==> src/rtl/bmp_pkg.sv <==
// shared constants, command codes and control types of the binomial mod prime block
package bmp_pkg;

	localparam int DEFAULT_COUNT_BITS = 16;
	localparam int RES_BITS = 30;
	localparam int OUT_TDATA_BITS = ((RES_BITS + 7) / 8) * 8;

	localparam logic [RES_BITS-1:0] PRIME_MOD = 30'd1000000007;
	localparam logic [RES_BITS-1:0] EXP_INIT = PRIME_MOD - 30'd2;

	// barrett constant floor(2^60 / M)
	localparam logic [63:0] MU_WIDE = (64'd1 << 60) / {34'd0, PRIME_MOD};
	localparam logic [30:0] BARRETT_MU = MU_WIDE[30:0];
	localparam logic [31:0] MOD_X1 = {2'b00, PRIME_MOD};
	localparam logic [31:0] MOD_X2 = {1'b0, PRIME_MOD, 1'b0};

	// multiplier operand pairs
	localparam logic [2:0] OP_ACC_IDX   = 3'd0;
	localparam logic [2:0] OP_FR_FNR    = 3'd1;
	localparam logic [2:0] OP_POW_BASE  = 3'd2;
	localparam logic [2:0] OP_BASE_BASE = 3'd3;
	localparam logic [2:0] OP_ACC_POW   = 3'd4;

	// multiplier result destinations
	localparam logic [2:0] DST_FACT = 3'd0;
	localparam logic [2:0] DST_DEN  = 3'd1;
	localparam logic [2:0] DST_POW  = 3'd2;
	localparam logic [2:0] DST_BASE = 3'd3;
	localparam logic [2:0] DST_ACC  = 3'd4;

	typedef struct packed {
		logic       load;
		logic       acc_init;
		logic       acc_zero;
		logic       mul_start;
		logic [2:0] mul_op;
		logic       mul_write;
		logic [2:0] mul_dst;
		logic       out_load;
	} bmp_cmd_t;

	typedef struct packed {
		logic sign;
		logic above;
		logic trivial;
		logic idx_top;
		logic exp_zero;
		logic exp_lsb;
		logic mul_done;
	} bmp_stat_t;

endpackage

==> src/rtl/bmp_mulmod.sv <==
// four-stage modular multiplier with barrett reduction modulo 1000000007
module bmp_mulmod import bmp_pkg::*; (
	input  logic                clk,
	input  logic                arst_n,
	input  logic                start,
	input  logic [RES_BITS-1:0] a,
	input  logic [RES_BITS-1:0] b,
	output logic                done,
	output logic [RES_BITS-1:0] res
);

	logic                v_s1, v_s2, v_s3, v_s4;
	logic [59:0]         p_s1;
	logic [30:0]         q_s2;
	logic [31:0]         plo_s2, plo_s3;
	logic [31:0]         qm_s3;
	logic [RES_BITS-1:0] res_s4;

	logic [61:0] qmu;
	logic [60:0] qm;
	logic [31:0] rem;

	assign qmu = 62'(p_s1[59:29]) * 62'(BARRETT_MU);
	assign qm  = 61'(q_s2) * 61'(PRIME_MOD);
	// true remainder is below 3M, so 32 bits hold it
	assign rem = plo_s3 - qm_s3;

	always_ff @(posedge clk or negedge arst_n) begin
		if (!arst_n) begin
			v_s1 <= 1'b0;
			v_s2 <= 1'b0;
			v_s3 <= 1'b0;
			v_s4 <= 1'b0;
		end else begin
			v_s1 <= start;
			v_s2 <= v_s1;
			v_s3 <= v_s2;
			v_s4 <= v_s3;
		end
	end

	always_ff @(posedge clk) begin
		p_s1   <= 60'(a) * 60'(b);
		q_s2   <= qmu[61:31];
		plo_s2 <= p_s1[31:0];
		qm_s3  <= qm[31:0];
		plo_s3 <= plo_s2;
		if (rem >= MOD_X2) begin
			res_s4 <= RES_BITS'(rem - MOD_X2);
		end else if (rem >= MOD_X1) begin
			res_s4 <= RES_BITS'(rem - MOD_X1);
		end else begin
			res_s4 <= RES_BITS'(rem);
		end
	end

	assign done = v_s4;
	assign res  = res_s4;

endmodule

==> src/rtl/bmp_datapath.sv <==
// operand registers, factorial counter, exponent register and shared multiplier
module bmp_datapath import bmp_pkg::*; #(
	parameter int COUNT_BITS = DEFAULT_COUNT_BITS
) (
	input  logic                  clk,
	input  logic                  arst_n,
	input  bmp_cmd_t              cmd,
	input  logic [COUNT_BITS-1:0] top_count,
	input  logic [COUNT_BITS:0]   pick_count,
	output bmp_stat_t             stat,
	output logic [RES_BITS-1:0]   coefficient
);

	logic [COUNT_BITS-1:0] n_q, r_q, nr_q, idx_q;
	logic                  sign_q;
	logic [RES_BITS-1:0]   acc_q, fr_q, fnr_q, base_q, pow_q, exp_q, out_q;
	logic [RES_BITS-1:0]   op_a, op_b, mul_res;
	logic                  mul_done;

	always_comb begin
		case (cmd.mul_op)
			OP_ACC_IDX: begin
				op_a = acc_q;
				op_b = RES_BITS'(idx_q);
			end
			OP_FR_FNR: begin
				op_a = fr_q;
				op_b = fnr_q;
			end
			OP_POW_BASE: begin
				op_a = pow_q;
				op_b = base_q;
			end
			OP_BASE_BASE: begin
				op_a = base_q;
				op_b = base_q;
			end
			OP_ACC_POW: begin
				op_a = acc_q;
				op_b = pow_q;
			end
			default: begin
				op_a = acc_q;
				op_b = pow_q;
			end
		endcase
	end

	bmp_mulmod u_mulmod (
		.clk    (clk),
		.arst_n (arst_n),
		.start  (cmd.mul_start),
		.a      (op_a),
		.b      (op_b),
		.done   (mul_done),
		.res    (mul_res)
	);

	always_ff @(posedge clk) begin
		if (cmd.load) begin
			n_q    <= top_count;
			r_q    <= pick_count[COUNT_BITS-1:0];
			nr_q   <= top_count - pick_count[COUNT_BITS-1:0];
			sign_q <= pick_count[COUNT_BITS];
		end
		if (cmd.acc_init) begin
			acc_q <= RES_BITS'(1);
			idx_q <= COUNT_BITS'(1);
		end else if (cmd.acc_zero) begin
			acc_q <= '0;
		end
		if (cmd.mul_write) begin
			case (cmd.mul_dst)
				DST_FACT: begin
					// acc now holds idx!, keep the two denominator factorials on the way
					acc_q <= mul_res;
					idx_q <= idx_q + COUNT_BITS'(1);
					if (idx_q == r_q) begin
						fr_q <= mul_res;
					end
					if (idx_q == nr_q) begin
						fnr_q <= mul_res;
					end
				end
				DST_DEN: begin
					base_q <= mul_res;
					pow_q  <= RES_BITS'(1);
					exp_q  <= EXP_INIT;
				end
				DST_POW: begin
					pow_q <= mul_res;
				end
				DST_BASE: begin
					base_q <= mul_res;
					exp_q  <= exp_q >> 1;
				end
				DST_ACC: begin
					acc_q <= mul_res;
				end
				default: begin
					acc_q <= mul_res;
				end
			endcase
		end
		if (cmd.out_load) begin
			out_q <= acc_q;
		end
	end

	assign stat.sign     = sign_q;
	assign stat.above    = r_q > n_q;
	assign stat.trivial  = (r_q == '0) || (r_q == n_q);
	assign stat.idx_top  = idx_q == n_q;
	assign stat.exp_zero = exp_q == '0;
	assign stat.exp_lsb  = exp_q[0];
	assign stat.mul_done = mul_done;

	assign coefficient = out_q;

endmodule

==> src/rtl/bmp_ctrl.sv <==
// controller state machine: sequences factorials, inversion and result hand-off
module bmp_ctrl import bmp_pkg::*; (
	input  logic      clk,
	input  logic      arst_n,
	input  logic      s_tvalid,
	output logic      s_tready,
	output logic      m_tvalid,
	input  logic      m_tready,
	input  bmp_stat_t stat,
	output bmp_cmd_t  cmd
);

	localparam logic [3:0] ST_IDLE       = 4'd0;
	localparam logic [3:0] ST_CHECK      = 4'd1;
	localparam logic [3:0] ST_FACT_ISSUE = 4'd2;
	localparam logic [3:0] ST_FACT_WAIT  = 4'd3;
	localparam logic [3:0] ST_DEN_ISSUE  = 4'd4;
	localparam logic [3:0] ST_DEN_WAIT   = 4'd5;
	localparam logic [3:0] ST_POW_CHECK  = 4'd6;
	localparam logic [3:0] ST_POW_MWAIT  = 4'd7;
	localparam logic [3:0] ST_POW_SQ     = 4'd8;
	localparam logic [3:0] ST_POW_SWAIT  = 4'd9;
	localparam logic [3:0] ST_FIN_ISSUE  = 4'd10;
	localparam logic [3:0] ST_FIN_WAIT   = 4'd11;
	localparam logic [3:0] ST_OUT        = 4'd12;

	logic [3:0] state_q, state_d;
	logic       m_tvalid_q;

	always_comb begin
		cmd     = '0;
		state_d = state_q;
		case (state_q)
			ST_IDLE: begin
				if (s_tvalid) begin
					cmd.load = 1'b1;
					state_d  = ST_CHECK;
				end
			end
			ST_CHECK: begin
				if (stat.sign || stat.above) begin
					cmd.acc_zero = 1'b1;
					state_d      = ST_OUT;
				end else if (stat.trivial) begin
					cmd.acc_init = 1'b1;
					state_d      = ST_OUT;
				end else begin
					cmd.acc_init = 1'b1;
					state_d      = ST_FACT_ISSUE;
				end
			end
			ST_FACT_ISSUE: begin
				cmd.mul_start = 1'b1;
				cmd.mul_op    = OP_ACC_IDX;
				state_d       = ST_FACT_WAIT;
			end
			ST_FACT_WAIT: begin
				if (stat.mul_done) begin
					cmd.mul_write = 1'b1;
					cmd.mul_dst   = DST_FACT;
					state_d       = stat.idx_top ? ST_DEN_ISSUE : ST_FACT_ISSUE;
				end
			end
			ST_DEN_ISSUE: begin
				cmd.mul_start = 1'b1;
				cmd.mul_op    = OP_FR_FNR;
				state_d       = ST_DEN_WAIT;
			end
			ST_DEN_WAIT: begin
				if (stat.mul_done) begin
					cmd.mul_write = 1'b1;
					cmd.mul_dst   = DST_DEN;
					state_d       = ST_POW_CHECK;
				end
			end
			ST_POW_CHECK: begin
				if (stat.exp_zero) begin
					state_d = ST_FIN_ISSUE;
				end else if (stat.exp_lsb) begin
					cmd.mul_start = 1'b1;
					cmd.mul_op    = OP_POW_BASE;
					state_d       = ST_POW_MWAIT;
				end else begin
					state_d = ST_POW_SQ;
				end
			end
			ST_POW_MWAIT: begin
				if (stat.mul_done) begin
					cmd.mul_write = 1'b1;
					cmd.mul_dst   = DST_POW;
					state_d       = ST_POW_SQ;
				end
			end
			ST_POW_SQ: begin
				cmd.mul_start = 1'b1;
				cmd.mul_op    = OP_BASE_BASE;
				state_d       = ST_POW_SWAIT;
			end
			ST_POW_SWAIT: begin
				if (stat.mul_done) begin
					cmd.mul_write = 1'b1;
					cmd.mul_dst   = DST_BASE;
					state_d       = ST_POW_CHECK;
				end
			end
			ST_FIN_ISSUE: begin
				cmd.mul_start = 1'b1;
				cmd.mul_op    = OP_ACC_POW;
				state_d       = ST_FIN_WAIT;
			end
			ST_FIN_WAIT: begin
				if (stat.mul_done) begin
					cmd.mul_write = 1'b1;
					cmd.mul_dst   = DST_ACC;
					state_d       = ST_OUT;
				end
			end
			ST_OUT: begin
				// wait for the output register to free up
				if (!m_tvalid_q || m_tready) begin
					cmd.out_load = 1'b1;
					state_d      = ST_IDLE;
				end
			end
			default: begin
				state_d = ST_IDLE;
			end
		endcase
	end

	always_ff @(posedge clk or negedge arst_n) begin
		if (!arst_n) begin
			state_q    <= ST_IDLE;
			m_tvalid_q <= 1'b0;
		end else begin
			state_q <= state_d;
			if (cmd.out_load) begin
				m_tvalid_q <= 1'b1;
			end else if (m_tready) begin
				m_tvalid_q <= 1'b0;
			end
		end
	end

	assign s_tready = state_q == ST_IDLE;
	assign m_tvalid = m_tvalid_q;

endmodule

==> src/rtl/binomial_mod_prime_top.sv <==
// top level of the binomial coefficient modulo 1000000007 block
//
// input stream s_*: one item holds n (top_count) and r (pick_count, signed).
// output stream m_*: one item per input holds C(n, r) mod 1000000007.
// an item is taken when tvalid and tready are both high.
// items are worked one at a time. s_tready is high only while the block
// is idle; the next item is taken while a result still waits in the output
// register, so a stalled receiver holds up only the hand-off of the next result.
// negative r or r above n gives 0 and r equal to 0 or n gives 1, with m_tvalid
// rising in the same cycle that s_tready returns high for the next item.
// otherwise every modular multiply goes through one shared four-stage barrett
// multiplier, and each result is written back before the next multiply starts;
// n multiplies build the factorials, one the denominator, 30 squarings and 15
// multiplies with a check of each exponent bit the fermat inverse, then one more
// for the result.
// arst_n clears the controller and the output valid; no item is held across reset.
// the result is held in m_tdata with m_tvalid high until m_tready.
module binomial_mod_prime_top import bmp_pkg::*; #(
	parameter int COUNT_BITS = DEFAULT_COUNT_BITS,
	localparam int IN_TDATA_BITS = ((2 * COUNT_BITS + 1 + 7) / 8) * 8
) (
	input  logic                      clk,
	input  logic                      arst_n,
	input  logic                      s_tvalid,
	output logic                      s_tready,
	// top_count, pick_count
	input  logic [IN_TDATA_BITS-1:0]  s_tdata,
	output logic                      m_tvalid,
	input  logic                      m_tready,
	// coefficient
	output logic [OUT_TDATA_BITS-1:0] m_tdata
);

	bmp_cmd_t            cmd;
	bmp_stat_t           stat;
	logic [RES_BITS-1:0] coefficient;

	bmp_ctrl u_ctrl (
		.clk      (clk),
		.arst_n   (arst_n),
		.s_tvalid (s_tvalid),
		.s_tready (s_tready),
		.m_tvalid (m_tvalid),
		.m_tready (m_tready),
		.stat     (stat),
		.cmd      (cmd)
	);

	bmp_datapath #(
		.COUNT_BITS (COUNT_BITS)
	) u_datapath (
		.clk         (clk),
		.arst_n      (arst_n),
		.cmd         (cmd),
		.top_count   (s_tdata[COUNT_BITS-1:0]),
		.pick_count  (s_tdata[2*COUNT_BITS:COUNT_BITS]),
		.stat        (stat),
		.coefficient (coefficient)
	);

	assign m_tdata = OUT_TDATA_BITS'(coefficient);

endmodule
==> config.mk <==
export PLATFORM = sky130hd
export DESIGN_NAME = binomial_mod_prime_top
export DESIGN_NICKNAME = d
export VERILOG_FILES = /design/src/rtl/bmp_pkg.sv /design/src/rtl/bmp_mulmod.sv /design/src/rtl/bmp_datapath.sv /design/src/rtl/bmp_ctrl.sv /design/src/rtl/binomial_mod_prime_top.sv
export SDC_FILE = /design/constraint.sdc
export NUM_CORES = 2
export LEC_CHECK = 0
export BUFFER_PORTS_ARGS = -buffer_cell sky130_fd_sc_hd__buf_2
export CAP_MARGIN = 25
export CORE_ASPECT_RATIO = 0.7
export CORE_MARGIN = 5
export CORE_UTILIZATION = 40
export CTS_BUF_LIST = sky130_fd_sc_hd__clkbuf_4 sky130_fd_sc_hd__clkbuf_8
export CTS_CLUSTER_SIZE = 8
export DETAILED_ROUTE_END_ITERATION = 10
export MAX_ROUTING_LAYER = met4
export SYNTH_ARGS = -nofsm -noshare
export SYNTH_HDL_FRONTEND = slang
export SYNTH_SLANG_ARGS = --single-unit
==> constraint.sdc <==
create_clock -name clk -period 25.6 [get_ports clk]
set_input_delay 7.68 -clock clk [delete_from_list [all_inputs] [get_ports clk]]
set_output_delay 7.68 -clock clk [all_outputs]
set_load 0.02 [all_outputs]
==> run metrics <==
commonest cells in the netlist=inv_1 (1530), fa_1 (1225), ha_1 (828); cts hold-fix bufs=0; Wirelength per Cell=between 20 and 25 um; Post-Syn Instances=around 7000; startpoint types=flip-flop; max-slew violations=0; RR Endpoint=u_datapath.u_mulmod.p_s1[58]$_DFF_P_; Core Area=0.169 mm^2; vias in the first global route=51200; fill count=between 15000 and 20000; io pins=78; min-delay worst type=reg -> reg; FMAX=approximately 77 MHz; hold path endpoint=u_datapath.u_mulmod.plo_s2[6]$_DFF_P_; worst r2r src=u_ctrl.state_q[3]$_DFFE_PN0P_; count leader, synth=inv_1; worst path required time=~26 ns; final setup TNS=0 ns; Reg area=0.0124 mm^2; flop2flop setup slack=about 13 ns; Final period util=between 50% and 60%; Worst path top cell family by delay=compound AO/OA/AOI/OAI gates; nets=between 9000 and 10000; drt drc=0; Synth area leaders=fa_1 (36%), ha_1 (15%), edfxtp_1 (10%); hold_sp=u_datapath.u_mulmod.p_s1[6]$_DFF_P_; Site Rows=126; worst-case clock buffer depth=3; slowest CP cell=a21oi_1; Die Ht=around 360 um; top_reg_cell synth=dfxtp_1; Die ar.=approximately 0.18 mm^2; RSZ-0062 raised after global routing=no; total gr overflow=0; # resized after CTS=0; Routed Antenna Nets=0; R2R cell count=36; CTS H-tree depth=3; crit path buf inv count=8; Clock Sinks=between 500 and 600; Post-CTS Setup Inserts=0; Synth cell types=between 90 and 100; synthesized cell area=0.0683 mm^2; PortBufs=68; detailed placement HPWL=159 mm; global-route wire length before repair=about 310 mm; minimum clock period=approximately 13 ns; Final GP Congestion=roughly 0.95; Post-synth ARST share=about 1.8%; Max-slew headroom=roughly 25%; sequential cell area fraction in the yosys report=about 18%; Area Overhead vs Synth=7.28%; max-capacitance violation count=0; CP Max Fanout=71; non-filler cells, final=slightly above 9000; Synth top area share=between 30% and 40%; Worst Tran Pin Value=approximately 1.1 ns; dominant cell type by area after synthesis=fa_1; status=complete, no violations; Critical Path Sink Type=flip-flop; via/cell ratio=between 5 and 6; Inserted Clock Buffers=80; chip width=~500 um; initial antenna violation count=4; skew final=between 0.05 and 0.06 ns; clk_lat worst skew=about 0.76 ns; Synth Warn #=0; crit path DAT=13.69 ns; placed cell count=9161; clock-pin slew on the worst setup and hold paths=0.07 ns; largest net degree at the start of global routing=90; layout cells sized above 1=approximately 5.6%; Fin. Hold Viols=0; Clock Tree Root=clkbuf_8; Syn Area/Cell=between 9 and 10 um^2; initial DRC count=around 4300; Multi-input gate area=0.0494 mm^2; Total GRT Usage=between 20% and 30%; CTS tree=yes; cell depth of the worst min-delay path=0; DRT Pass-1 Iters=5; Yosys reg bits=about 500; number of synthesized flops with an enable pin=229; Setup CP Type=reg -> reg; Initial Utilization=around two fifths; routed vias=48700; # setup viols final=0; drt total wl=between 200 and 250 mm; crit-path max cell delay=roughly 0.93 ns
[per-stage QoR]
step | cell area (um^2) | utilization, % | worst slack, ns | hold WS (ns)
after floorplan | 68300 | - | 15.10 | 0.310
after global placement | 71400 | 42.2 | 12.96 | 0.311
after detailed placement | 71500 | 42.3 | 12.89 | 0.312
after CTS | 73200 | 43.3 | 12.80 | 0.319
after global routing | 73300 | 43.3 | 11.77 | 0.323
final | 73300 | 43.3 | 12.55 | 0.316
[sequential cells by signal, summed over array words and instances (netlist names), 31 cells and up]
register	count
u_datapath.u_mulmod.p_s1	60
u_datapath.u_mulmod.plo_s2	32
u_datapath.u_mulmod.plo_s3	32
u_datapath.u_mulmod.qm_s3	32
u_datapath.u_mulmod.q_s2	31
[area by class of cell]
cell class,count,share of cell area [%]
clock buffer,127,2.07
clock inverter,13,0.207
antenna,4,0.0137
inverter,1531,7.84
tap,2240,3.82
multi-input combinational,4714,67.4
timing repair buffer,181,1.80
sequential,501,16.9
[layout by cell type, fill, tap and decap left out, types with 34 or more instances in the layout]
master	instances
o21a_1	34
clkbuf_8	90
xor2_1	77
dfxtp_1	263
a22oi_1	65
edfxtp_1	229
nand2b_1	57
inv_1	1530
buf_2	68
nor2_1	661
a21oi_1	171
buf_4	105
ha_1	828
clkbuf_4	37
and2_1	78
nand2_1	616
fa_1	1225
xnor2_1	171
a21o_1	123
o21ai_0	136
[cells by family (layout without fill, tap and decap cells)]
group / after synthesis / after routing / share of synthesized area, %
compound gates: 741 / 741 / 7.20
flops: 501 / 501 / 18.1
simple gates: 1664 / 1664 / 10.5
xor+xnor: 249 / 249 / 3.20
mux: 5 / 5 / 0.0787
buf+inv: 1778 / 1852 / 9.84
fa+ha+maj: 2053 / 2053 / 51.1
other cells: 1 / 6 / 0.00549
[how the worst max path moves through the flow]
stage	depth (start not counted)	startpoint	slack, ns	endpoint
after floorplan	2	m_tready	15.10	u_datapath.coefficient[0]$_DFFE_PP_
after global placement	34	u_ctrl.state_q[2]$_DFFE_PN0P_	12.96	u_datapath.u_mulmod.p_s1[58]$_DFF_P_
after detailed placement	34	u_ctrl.state_q[3]$_DFFE_PN0P_	12.89	u_datapath.u_mulmod.p_s1[58]$_DFF_P_
after CTS	34	u_ctrl.state_q[3]$_DFFE_PN0P_	12.80	u_datapath.u_mulmod.p_s1[58]$_DFF_P_
after global routing	36	u_ctrl.state_q[3]$_DFFE_PN0P_	11.77	u_datapath.u_mulmod.p_s1[58]$_DFF_P_
final	36	u_ctrl.state_q[3]$_DFFE_PN0P_	12.55	u_datapath.u_mulmod.p_s1[58]$_DFF_P_
[per-layer routing]
| metal | vias up | wire [um] | GRT usage (%) |
|---|---|---|---|
| met3 | 267 | 21300 | 6.06 |
| met4 | 0 | 4130 | 4.58 |
| met5 | - | 0 | - |
| met1 | 24600 | 93100 | 34.2 |
| li1 | 21700 | - | - |
| met2 | 2106 | 82500 | 33.1 |
[worst register-to-register path: cells and delay by family, from the launching register on]
kind / cells / cell delay (ns)
xor gates and xnor gates: 1 / 0.18
and+or+nand+nor: 7 / 2.00
DFF: 1 / 0.61
adders and majority gates: 9 / 3.98
AOI/OAI and AO/OA: 11 / 4.78
buffers and inverters: 8 / 1.41
Power is left out: the tool's default activity adds up to more than one toggle a clock period on the data nets, which glitch-free logic cannot reach.
